==> src/rtl/core/shaeng_pkg.sv <==
// Types, constants and round functions shared by the SHA-256 engine.
`timescale 1ns / 1ps
package shaeng_pkg;

  typedef enum logic [2:0] {
    ST_IDLE, ST_PUSH2, ST_PADCHK, ST_ZERO, ST_LOAD, ST_RUN, ST_ADD, ST_OUT
  } state_e;

  typedef struct packed {
    logic [31:0] word;
    logic [2:0]  count;
    logic        last;
  } item_t;

  localparam logic [31:0] PadWord = 32'h8000_0000;

  localparam logic [31:0] RoundK [64] = '{
    32'h428a2f98, 32'h71374491, 32'hb5c0fbcf, 32'he9b5dba5,
    32'h3956c25b, 32'h59f111f1, 32'h923f82a4, 32'hab1c5ed5,
    32'hd807aa98, 32'h12835b01, 32'h243185be, 32'h550c7dc3,
    32'h72be5d74, 32'h80deb1fe, 32'h9bdc06a7, 32'hc19bf174,
    32'he49b69c1, 32'hefbe4786, 32'h0fc19dc6, 32'h240ca1cc,
    32'h2de92c6f, 32'h4a7484aa, 32'h5cb0a9dc, 32'h76f988da,
    32'h983e5152, 32'ha831c66d, 32'hb00327c8, 32'hbf597fc7,
    32'hc6e00bf3, 32'hd5a79147, 32'h06ca6351, 32'h14292967,
    32'h27b70a85, 32'h2e1b2138, 32'h4d2c6dfc, 32'h53380d13,
    32'h650a7354, 32'h766a0abb, 32'h81c2c92e, 32'h92722c85,
    32'ha2bfe8a1, 32'ha81a664b, 32'hc24b8b70, 32'hc76c51a3,
    32'hd192e819, 32'hd6990624, 32'hf40e3585, 32'h106aa070,
    32'h19a4c116, 32'h1e376c08, 32'h2748774c, 32'h34b0bcb5,
    32'h391c0cb3, 32'h4ed8aa4a, 32'h5b9cca4f, 32'h682e6ff3,
    32'h748f82ee, 32'h78a5636f, 32'h84c87814, 32'h8cc70208,
    32'h90befffa, 32'ha4506ceb, 32'hbef9a3f7, 32'hc67178f2
  };

  function automatic logic [31:0] iv_word(input logic v, input logic [2:0] i);
    logic [31:0] r;
    case ({v, i})
      4'd0:    r = 32'h6a09e667;
      4'd1:    r = 32'hbb67ae85;
      4'd2:    r = 32'h3c6ef372;
      4'd3:    r = 32'ha54ff53a;
      4'd4:    r = 32'h510e527f;
      4'd5:    r = 32'h9b05688c;
      4'd6:    r = 32'h1f83d9ab;
      4'd7:    r = 32'h5be0cd19;
      4'd8:    r = 32'hc1059ed8;
      4'd9:    r = 32'h367cd507;
      4'd10:   r = 32'h3070dd17;
      4'd11:   r = 32'hf70e5939;
      4'd12:   r = 32'hffc00b31;
      4'd13:   r = 32'h68581511;
      4'd14:   r = 32'h64f98fa7;
      default: r = 32'hbefa4fa4;
    endcase
    return r;
  endfunction

  function automatic logic [31:0] ror(input logic [31:0] x, input int n);
    return (x >> n) | (x << (32 - n));
  endfunction

  function automatic logic [31:0] big_s0(input logic [31:0] x);
    return ror(x, 2) ^ ror(x, 13) ^ ror(x, 22);
  endfunction

  function automatic logic [31:0] big_s1(input logic [31:0] x);
    return ror(x, 6) ^ ror(x, 11) ^ ror(x, 25);
  endfunction

  function automatic logic [31:0] small_s0(input logic [31:0] x);
    return ror(x, 7) ^ ror(x, 18) ^ (x >> 3);
  endfunction

  function automatic logic [31:0] small_s1(input logic [31:0] x);
    return ror(x, 17) ^ ror(x, 19) ^ (x >> 10);
  endfunction

endpackage

==> src/rtl/core/shaeng_front.sv <==
// Input side: classifies incoming words and holds them in a two-entry queue.
`timescale 1ns / 1ps
module shaeng_front (
  input  logic                clk_i,
  input  logic                rst_ni,
  input  logic                push_i,
  input  logic [31:0]         data_word_i,
  input  logic [2:0]          byte_count_i,
  input  logic                last_word_i,
  output logic                full_o,
  output logic                valid_o,
  input  logic                take_i,
  output shaeng_pkg::item_t   item_o
);

  shaeng_pkg::item_t mem_q [2];
  shaeng_pkg::item_t cls;
  logic        wr_q, rd_q;
  logic [1:0]  cnt_q;
  logic        wr_en, rd_en;
  logic [2:0]  cnt;

  // A byte count is saturated to four bytes; a last word of under four bytes carries its padding byte.
  always_comb begin
    cnt = (byte_count_i > 3'd4) ? 3'd4 : byte_count_i;
    cls.count = cnt;
    cls.last  = last_word_i;
    cls.word  = data_word_i;
    if (last_word_i) begin
      case (cnt)
        3'd0:    cls.word = 32'h8000_0000;
        3'd1:    cls.word = {data_word_i[31:24], 24'h80_0000};
        3'd2:    cls.word = {data_word_i[31:16], 16'h8000};
        3'd3:    cls.word = {data_word_i[31:8], 8'h80};
        default: cls.word = data_word_i;
      endcase
    end
  end

  assign full_o  = (cnt_q == 2'd2);
  assign valid_o = (cnt_q != 2'd0);
  assign item_o  = mem_q[rd_q];
  assign wr_en   = push_i && !full_o;
  assign rd_en   = take_i && valid_o;

  always_ff @(posedge clk_i) begin
    if (wr_en) begin
      mem_q[wr_q] <= cls;
    end
  end

  always_ff @(posedge clk_i or negedge rst_ni) begin
    if (!rst_ni) begin
      wr_q  <= 1'b0;
      rd_q  <= 1'b0;
      cnt_q <= 2'd0;
    end else begin
      if (wr_en) begin
        wr_q <= !wr_q;
      end
      if (rd_en) begin
        rd_q <= !rd_q;
      end
      cnt_q <= cnt_q + {1'b0, wr_en} - {1'b0, rd_en};
    end
  end

endmodule

==> src/rtl/core/shaeng_back.sv <==
// Back end: block buffer, padding sequencer, round datapath and digest output.
`timescale 1ns / 1ps
module shaeng_back (
  input  logic                clk_i,
  input  logic                rst_ni,
  input  logic                valid_i,
  input  shaeng_pkg::item_t   item_i,
  output logic                take_o,
  input  logic                variant_i,
  input  logic                cfg_we_i,
  input  logic                cfg_variant_i,
  output logic                empty_o,
  input  logic                pop_i,
  output logic [31:0]         digest_word_o,
  output logic [2:0]          word_index_o,
  output logic                last_digest_o
);

  shaeng_pkg::state_e state_q, state_d, after_q, after_d;
  logic [31:0] buf_q  [16];
  logic [31:0] hash_q [8];
  logic [31:0] v_q    [8];
  logic [3:0]  wf_q;
  logic [63:0] bits_q, total_q;
  logic [5:0]  rnd_q;
  logic [2:0]  idx_q;
  logic        push_en, len_en, restart;
  logic [31:0] push_word, w_new, t1, t2;
  logic [2:0]  last_idx;

  assign last_idx = variant_i ? 3'd6 : 3'd7;

  always_comb begin
    state_d = state_q;
    after_d = after_q;
    case (state_q)
      shaeng_pkg::ST_IDLE: begin
        if (valid_i) begin
          if (!item_i.last) begin
            after_d = shaeng_pkg::ST_IDLE;
          end else if (item_i.count == 3'd4) begin
            after_d = shaeng_pkg::ST_PUSH2;
          end else begin
            after_d = shaeng_pkg::ST_PADCHK;
          end
          state_d = (wf_q == 4'hf) ? shaeng_pkg::ST_LOAD : after_d;
        end
      end
      shaeng_pkg::ST_PUSH2: begin
        after_d = shaeng_pkg::ST_PADCHK;
        state_d = (wf_q == 4'hf) ? shaeng_pkg::ST_LOAD : shaeng_pkg::ST_PADCHK;
      end
      shaeng_pkg::ST_PADCHK: begin
        after_d = shaeng_pkg::ST_ZERO;
        state_d = (wf_q == 4'hf) ? shaeng_pkg::ST_LOAD : shaeng_pkg::ST_ZERO;
      end
      shaeng_pkg::ST_ZERO: begin
        if (wf_q == 4'd14) begin
          after_d = shaeng_pkg::ST_OUT;
          state_d = shaeng_pkg::ST_LOAD;
        end
      end
      shaeng_pkg::ST_LOAD: state_d = shaeng_pkg::ST_RUN;
      shaeng_pkg::ST_RUN: begin
        if (rnd_q == 6'd63) begin
          state_d = shaeng_pkg::ST_ADD;
        end
      end
      shaeng_pkg::ST_ADD: state_d = after_q;
      shaeng_pkg::ST_OUT: begin
        if (pop_i && idx_q == last_idx) begin
          state_d = shaeng_pkg::ST_IDLE;
        end
      end
      default: state_d = shaeng_pkg::ST_IDLE;
    endcase
  end

  always_comb begin
    take_o    = 1'b0;
    push_en   = 1'b0;
    len_en    = 1'b0;
    push_word = item_i.word;
    empty_o   = 1'b1;
    case (state_q)
      shaeng_pkg::ST_IDLE: begin
        take_o  = valid_i;
        push_en = valid_i;
      end
      shaeng_pkg::ST_PUSH2: begin
        push_en   = 1'b1;
        push_word = shaeng_pkg::PadWord;
      end
      shaeng_pkg::ST_PADCHK: begin
        push_en   = (wf_q == 4'hf);
        push_word = '0;
      end
      shaeng_pkg::ST_ZERO: begin
        push_en   = (wf_q != 4'd14);
        len_en    = (wf_q == 4'd14);
        push_word = '0;
      end
      shaeng_pkg::ST_OUT: empty_o = 1'b0;
      default: ;
    endcase
  end

  assign restart = (state_q == shaeng_pkg::ST_OUT) && pop_i && (idx_q == last_idx);

  assign w_new = shaeng_pkg::small_s1(buf_q[14]) + buf_q[9]
               + shaeng_pkg::small_s0(buf_q[1]) + buf_q[0];
  assign t1 = v_q[7] + shaeng_pkg::big_s1(v_q[4])
            + ((v_q[4] & v_q[5]) ^ (~v_q[4] & v_q[6]))
            + shaeng_pkg::RoundK[rnd_q] + buf_q[0];
  assign t2 = shaeng_pkg::big_s0(v_q[0])
            + ((v_q[0] & v_q[1]) ^ (v_q[0] & v_q[2]) ^ (v_q[1] & v_q[2]));

  always_ff @(posedge clk_i) begin
    if (push_en) begin
      buf_q[wf_q] <= push_word;
    end else if (len_en) begin
      buf_q[14] <= total_q[63:32];
      buf_q[15] <= total_q[31:0];
    end else if (state_q == shaeng_pkg::ST_RUN) begin
      for (int i = 0; i < 15; i++) begin
        buf_q[i] <= buf_q[i + 1];
      end
      buf_q[15] <= w_new;
    end
    if (take_o && item_i.last) begin
      total_q <= bits_q + {58'd0, item_i.count, 3'd0};
    end
    if (state_q == shaeng_pkg::ST_LOAD) begin
      for (int i = 0; i < 8; i++) begin
        v_q[i] <= hash_q[i];
      end
    end else if (state_q == shaeng_pkg::ST_RUN) begin
      v_q[7] <= v_q[6];
      v_q[6] <= v_q[5];
      v_q[5] <= v_q[4];
      v_q[4] <= v_q[3] + t1;
      v_q[3] <= v_q[2];
      v_q[2] <= v_q[1];
      v_q[1] <= v_q[0];
      v_q[0] <= t1 + t2;
    end
  end

  always_ff @(posedge clk_i or negedge rst_ni) begin
    if (!rst_ni) begin
      state_q <= shaeng_pkg::ST_IDLE;
      after_q <= shaeng_pkg::ST_IDLE;
      wf_q    <= 4'd0;
      bits_q  <= 64'd0;
      rnd_q   <= 6'd0;
      idx_q   <= 3'd0;
      for (int i = 0; i < 8; i++) begin
        hash_q[i] <= shaeng_pkg::iv_word(1'b0, 3'(i));
      end
    end else begin
      state_q <= state_d;
      after_q <= after_d;
      if (push_en) begin
        wf_q <= wf_q + 4'd1;
      end else if (len_en) begin
        wf_q <= 4'd0;
      end
      if (take_o && !item_i.last) begin
        bits_q <= bits_q + 64'd32;
      end
      rnd_q <= (state_q == shaeng_pkg::ST_RUN) ? rnd_q + 6'd1 : 6'd0;
      if (state_q == shaeng_pkg::ST_ADD) begin
        for (int i = 0; i < 8; i++) begin
          hash_q[i] <= hash_q[i] + v_q[i];
        end
      end
      if (state_q == shaeng_pkg::ST_OUT && pop_i) begin
        idx_q <= restart ? 3'd0 : idx_q + 3'd1;
      end
      if (restart || cfg_we_i) begin
        wf_q   <= 4'd0;
        bits_q <= 64'd0;
        for (int i = 0; i < 8; i++) begin
          hash_q[i] <= shaeng_pkg::iv_word(cfg_we_i ? cfg_variant_i : variant_i, 3'(i));
        end
      end
    end
  end

  assign digest_word_o = hash_q[idx_q];
  assign word_index_o  = idx_q;
  assign last_digest_o = (idx_q == last_idx);

endmodule

==> src/rtl/core/sha256_hash_engine.sv <==
// Top level of the SHA-256/SHA-224 engine with its register port.
`timescale 1ns / 1ps
// Message words enter through a queue-style port: a request is taken when
// push is high and full is low. Each word carries up to four bytes, the first
// in the top byte; the word marked last closes the message and holds 0 to 4
// valid bytes. Digest words leave through a second queue-style port: the
// oldest word is shown while empty is low and is taken when pop is high.
// A two-entry input queue lets words arrive while the back end is busy.
// A non-last word is stored in the block buffer, and the sixteenth word of
// a block starts a compression (load, 64 rounds, add) on the single round
// unit; while it runs the back end takes no further words from the queue.
// A last word adds up to two compressions and a zero fill up to the length
// words, after which seven or eight digest words follow, one per pop.
// While the receiver stalls the digest words wait and the back end holds;
// the input queue still takes up to two words. Reset selects SHA-256 and
// loads its initial hash. Writing the variant register restarts the message.
module sha256_hash_engine (
  input  logic        clk_i,
  input  logic        rst_ni,
  input  logic        push,
  output logic        full,
  input  logic [31:0] data_word_i,
  input  logic [2:0]  byte_count_i,
  input  logic        last_word_i,
  output logic        empty,
  input  logic        pop,
  output logic [31:0] digest_word_o,
  output logic [2:0]  word_index_o,
  output logic        last_digest_o,
  input  logic        psel,
  input  logic        penable,
  input  logic        pwrite,
  input  logic [1:0]  paddr,
  input  logic [31:0] pwdata,
  output logic [31:0] prdata,
  output logic        pready
);

  shaeng_pkg::item_t item;
  logic item_valid, take, cfg_we, variant_q;

  assign pready = 1'b1;
  assign cfg_we = psel && penable && pwrite && pready && (paddr == 2'd0);
  assign prdata = {31'd0, variant_q};

  always_ff @(posedge clk_i or negedge rst_ni) begin
    if (!rst_ni) begin
      variant_q <= 1'b0;
    end else if (cfg_we) begin
      variant_q <= pwdata[0];
    end
  end

  shaeng_front u_front (
    .clk_i        (clk_i),
    .rst_ni       (rst_ni),
    .push_i       (push),
    .data_word_i  (data_word_i),
    .byte_count_i (byte_count_i),
    .last_word_i  (last_word_i),
    .full_o       (full),
    .valid_o      (item_valid),
    .take_i       (take),
    .item_o       (item)
  );

  shaeng_back u_back (
    .clk_i         (clk_i),
    .rst_ni        (rst_ni),
    .valid_i       (item_valid),
    .item_i        (item),
    .take_o        (take),
    .variant_i     (variant_q),
    .cfg_we_i      (cfg_we),
    .cfg_variant_i (pwdata[0]),
    .empty_o       (empty),
    .pop_i         (pop),
    .digest_word_o (digest_word_o),
    .word_index_o  (word_index_o),
    .last_digest_o (last_digest_o)
  );

`ifndef SYNTH
  a_last_pop_ends: assert property (@(posedge clk_i) disable iff (!rst_ni)
    (!empty && pop && last_digest_o) |=> empty)
    else $error("digest output stayed busy after its final word");

  a_index_steps: assert property (@(posedge clk_i) disable iff (!rst_ni)
    (!empty && pop && !last_digest_o) |=>
      (!empty && word_index_o == $past(word_index_o) + 3'd1))
    else $error("digest word index did not advance");

  a_first_index: assert property (@(posedge clk_i) disable iff (!rst_ni)
    (!empty && $past(empty)) |-> (word_index_o == 3'd0))
    else $error("digest did not start at word zero");
`endif

endmodule

==> config.mk <==
export PLATFORM = sky130hd
export DESIGN_NAME = sha256_hash_engine
export DESIGN_NICKNAME = d
export VERILOG_FILES = /design/src/rtl/core/shaeng_pkg.sv /design/src/rtl/core/shaeng_front.sv /design/src/rtl/core/shaeng_back.sv /design/src/rtl/core/sha256_hash_engine.sv
export SDC_FILE = /design/constraint.sdc
export NUM_CORES = 2
export LEC_CHECK = 0
export BUFFER_PORTS_ARGS = -buffer_cell sky130_fd_sc_hd__buf_2
export CAP_MARGIN = 40
export CORE_ASPECT_RATIO = 1.5
export CORE_MARGIN = 2
export CORE_UTILIZATION = 55
export DETAILED_ROUTE_END_ITERATION = 10
export GPL_TIMING_DRIVEN = 0
export PLACE_DENSITY_LB_ADDON = 0.3
export SLEW_MARGIN = 15
export SYNTH_ARGS = -nofsm -noshare
export SYNTH_HDL_FRONTEND = slang
export SYNTH_HIERARCHICAL = 1
export SYNTH_SLANG_ARGS = --single-unit
==> constraint.sdc <==
create_clock -name clk_i -period 15.8 [get_ports clk_i]
set_input_delay 1.58 -clock clk_i [delete_from_list [all_inputs] [get_ports clk_i]]
set_output_delay 1.58 -clock clk_i [all_outputs]
set_load 0.03 [all_outputs]
# Yosys cells after proc, flatten, opt, wreduce, memory -nomap -nowiden
# Memory sizes are Yosys's and may differ from the RTL's.
# Index checks and enable logic that the tools add are counted.
dict set report word_totals {
  regBits 408
  mem_bits_rw 840
  mem_bits_ro 2048
  in_bits 77
  wordCells 212
  mem_count 4
}
# name words width rd rd_clocked_by_memory_dff write_ports line
set mem_list {}
lappend mem_list {{(no name shown)} 64 32 1 0 0 shaeng_back.sv:114} ;# + shaeng_pkg::RoundK[rnd_q] + buf_q[0];
lappend mem_list {u_back.buf_q 16 32 16 0 16 shaeng_back.sv:20} ;# logic [31:0] buf_q [16];
lappend mem_list {u_back.v_q 8 32 8 0 8 shaeng_back.sv:22} ;# logic [31:0] v_q [8];
lappend mem_list {u_front.mem_q 2 36 1 0 1 shaeng_front.sv:16} ;# shaeng_pkg::item_t mem_q [2];
dict set report op_classes {
  add_sub_neg 25
  n_lt_le_gt_ge 3
  eq_ne 21
  mux 73
  bitwise_logic 40
  n_reduce_logical 27
}
# op n
set ops {}
lappend ops {{$add 32x32->32} 18}
lappend ops {{$mux 32} 17}
lappend ops {{$mux 256} 2}
lappend ops {{$pmux 32 s2} 8}
lappend ops {{$xor 32x32->32} 9}
lappend ops {{$and 32x32->32} 5}
lappend ops {{$mux 64} 2}
lappend ops {{$pmux 32 s4} 1}
lappend ops {{$bmux 32 s3} 1}
lappend ops {{$add 64x6->64} 1}
lappend ops {{$add 64x6->64 const B} 1}
lappend ops {{$mux 3} 11}
lappend ops {{$not 32->32} 1}
lappend ops {{$or 10x32->32} 1}
lappend ops {{$or 13x32->32} 1}
lappend ops {{$or 14x32->32} 1}
lappend ops {{$or 15x32->32} 1}
lappend ops {{$or 19x32->32} 1}
lappend ops {{$or 21x32->32} 1}
lappend ops {{$or 25x32->32} 1}
lappend ops {{$or 26x32->32} 1}
lappend ops {{$or 30x32->32} 1}
lappend ops {{$or 7x32->32} 1}
lappend ops {{$reduce_or 32->1} 1}
lappend ops {{41 further kinds} 101}

# Longest topological paths before layout
# An unclocked memory read counts as a cell.
dict set report depth {
  ltp_word 10
  depth_mapped 40
  depth_no_buf 38
}

# By module
# Netlist, hierarchy kept.
# module instances cells_per_inst area_per_inst_um2 seq_area_each_um2
set by_module_without_submodules {}
lappend by_module_without_submodules {shaeng_back 1 7561 77031.4 33422.1}
lappend by_module_without_submodules {shaeng_front 1 173 3226.8 2262.2}
lappend by_module_without_submodules {sha256_hash_engine 1 39 310.3 25.0}

# Least setup slack after synthesis
# OpenSTA, ideal clock, no wires.
dict set report synth_path {
  kind {register to register}
  startpoint {register u_back.state_q[2]}
  endpoint {memory u_back.v_q[0][0] (enable)}
  setup_time_ps 905
  arrival_ps 12213
  t_required_ps 14895
  slack_ps 2682
  path_stages_with_launch 4
  n_path_buf 2
  cell_sequence {dfrtp_1 > clkbuf_1 > clkbuf_1 > nor2b_1}
}
# item line
set synth_lines {}
lappend synth_lines {{start: declaration} shaeng_back.sv:19} ;# shaeng_pkg::state_e state_q, state_d, after_q, after_d;
lappend synth_lines {{start signal: assignment} shaeng_back.sv:151} ;# state_q <= shaeng_pkg::ST_IDLE;
lappend synth_lines {{start signal: assignment} shaeng_back.sv:161} ;# state_q <= state_d;
lappend synth_lines {{end: declaration} shaeng_back.sv:22}

==> out/results.ini <==
[outcome]
outcome=completed

[global_routing]
antenna_found_initial=47
track_usage_pct=49.5
grt_max_degree=89
grt_pass1_vias=68202
grt_pass1_wl_um=512000
grt-ovfl-total=0

[critical_path]
cp-end-kind=flop
crit_slowest_cell=clkbuf_1
cp_max_fo=10
crit_required_ps=16360
path_class=flop to flop
cp.arrival_ps=12420
slowest_delay_ps=670
startpoint_type=flop
crit_buf_inv=8
critPathTopFamily=compound AO/OA/AOI/OAI gates

[timing]
tns_ps=0
rsz0062_at_grt=no
timing.fmax_mhz=84.4
period_needed_ps=11850
drv_slew=0
finalCritPeriodShare_pct=75.0
slew_headroom_pct=27.9
hold_viol=0
tightest_slew_ps=1080
setup_violations=0
fin_skew_ps=112

[yosys]
synth_area_per_cell_um2=10.4
synth_ff_type=edfxtp_1
syn_area_um2=80600
yosysUniqueCellTypes=104
synth_seq_area_share_pct=44.3
ys_seq_elements=1240
yosysWarningCount=6
synthesis.instances=7773
async_flop_share_pct=27.3
synth_edf_count=901

[clock_tree]
ctsResizeCount=0
clk_pin_slew_ps=80
clockRootBuffer=clkbuf_16
clock_sinks=1240
cts_tree=done
hold_buffers=0
cts_max_level=3
numCtsBuffers=117
post_cts_buffers=0
insertion_delay_ps=860
clockBufferDepth=3

[floorplan]
pin_count=148
floorplan.initialDensity_pct=55.2
rows=172
coreArea_um2=146000
die_w_um=317
dieArea_um2=150000
die_y_um=473

[routing]
ant_nets=0
viasPerCell=6.80
dr.pass1.iters=9
vias=69576
drt_wl_total_um=366000
post_drt_wl_per_cell_um=35.7
drt-initial-drc-count=8556
drc_errors=0

[cells_and_area]
drive_above_1_share_pct=11.2
syn_to_final_growth_pct=11.9
layout_commonest_cell=nand2_1
design_area_um2=90200
final_cell_mix=nand2_1 (1057), edfxtp_1 (901), a21o_1 (622), a21oi_1 (531), o21ai_0 (459)
fin_util_pct=61.8
fin_nets=8863

[place]
gp_congestion=1.07
port_buffers=84
post_dp_cell_area_um2=85700
dpl.hpwl_um=282000

[min_path]
min_path_type=flop to flop

[power]
p_leak_nw=37.9
total_power_mw=8.01
peakVddDrop_mv=0.120
power.density_nw_per_um2=88.9

[job]
cap_violations=0

## cells in the mapped netlist, types with 51 or more instances
master / n / area [um^2]
nand2_1: 1067 / 4010
edfxtp_1: 901 / 27100
a21o_1: 622 / 4670
a21oi_1: 532 / 2660
o21ai_0: 467 / 2340
xnor2_1: 462 / 4050
nor2_1: 417 / 1570
ha_1: 399 / 4990
clkbuf_1: 392 / 1470
inv_1: 242 / 908
xor2_1: 216 / 1890
dfrtp_1: 203 / 5080
fa_1: 195 / 3900
dfstp_2: 136 / 3570
nand3_1: 102 / 510
nor3_1: 97 / 485
and2_1: 76 / 475
mux4_2: 69 / 1550
nand2b_1: 69 / 432
o21a_1: 69 / 518
mux2_2: 68 / 766
nor2b_1: 65 / 407
buf_1: 55 / 206
a31oi_1: 54 / 338
and3_1: 51 / 319
## worst paths after layout
check | startpoint | to | slack [ps] | depth (start not counted)
max in group asynchronous | rst_ni | u_back/hash_q[175] | 14010 | 3
hold / removal | u_back/buf_q[15][15] | u_back/buf_q[14][15] | 480 | 1
hold reg to reg | u_back/buf_q[15][15] | u_back/buf_q[14][15] | 480 | 1
setup / recovery | u_back/rnd_q[0] | u_back/v_q[1][24] | 3950 | 37
setup reg to reg | u_back/rnd_q[0] | u_back/v_q[1][24] | 3950 | 37
min in group asynchronous | rst_ni | u_back/hash_q[163] | 570 | 1
## per-stage QoR
| stage | worst slack [ps] | hold slack (ps) | cells |
|---|---|---|---|
| global placement | -5780 | 480 | 9801 |
| global route | 3910 | 489 | 10209 |
| CTS | 4480 | 484 | 10168 |
| finish | 3950 | 475 | 10236 |
| floorplan | 2680 | 460 | 7803 |
| detailed placement | 4470 | 490 | 9947 |
## report_power, final
part           switching [mW]  internal [mW]  total, mW  leakage [nW]
combinational           0.735          0.475       1.21          22.8
clock                    1.39           1.55       2.94          1.86
sequential              0.191           3.67       3.86          13.2
total                    2.32           5.70       8.01          37.9
## routing by layer
metal | share of wire (%) | up-vias | GRT usage [%]
met5 | 0.073 | - | 0.560
met4 | 14 | 24 | 55.7
met3 | 9.9 | 2087 | 17.2
met2 | 46 | 5033 | 77.0
met1 | 30 | 33729 | 48.3
li1 | - | 28703 | -
## worst register-to-register path, delay by kind of cell, from the launching register on
kind / cells / cell delay [ps]
DFF: 1 / 520
AOI/OAI and AO/OA: 11 / 3540
adders and majority gates: 7 / 2810
and+or+nand+nor: 9 / 2070
xor gates and xnor gates: 2 / 560
buffers and inverters: 8 / 2150
## registers in the layout, summed over array words and instances, names as in the netlist
signal / count
variant_q: 1
u_front/wr_q: 1
u_back/wf_q: 4
u_back/buf_q: 512
u_back/state_q: 3
u_front/rd_q: 1
u_back/hash_q: 256
u_back/word_index_o: 3
u_back/total_q: 61
u_back/rnd_q: 6
u_back/after_q: 3
u_back/bits_q: 59
u_back/v_q: 256
u_front/cnt_q: 2
u_front/mem_q: 72
## layout make-up
| type | instances | area [um^2] |
|---|---|---|
| clock inverter | 63 | 676 |
| antenna | 28 | 70.1 |
| multi-input combinational | 5832 | 42300 |
| inverter | 243 | 912 |
| sequential | 1240 | 35700 |
| fill | 12062 | 55700 |
| timing repair buffer | 270 | 2910 |
| tap | 1914 | 2390 |
| clock buffer | 158 | 3190 |
| buffer | 488 | 2040 |
## logic make-up (layout without fill, tap and decap cells)
logic type                 count (synthesis)  after routing  synth area share, %
AOI/OAI and AO/OA                       2170           2170                 17.6
xor gates and xnor gates                 678            678                 7.37
adders and majority gates                625            625                 11.4
buffers and inverters                    731           1222                 3.60
DFF                                     1240           1240                 44.3
muxes                                    194            194                 3.78
other                                      2             60              0.00932
and+or+nand+nor                         2133           2133                 11.9
Power figures use the tool's default switching activity.
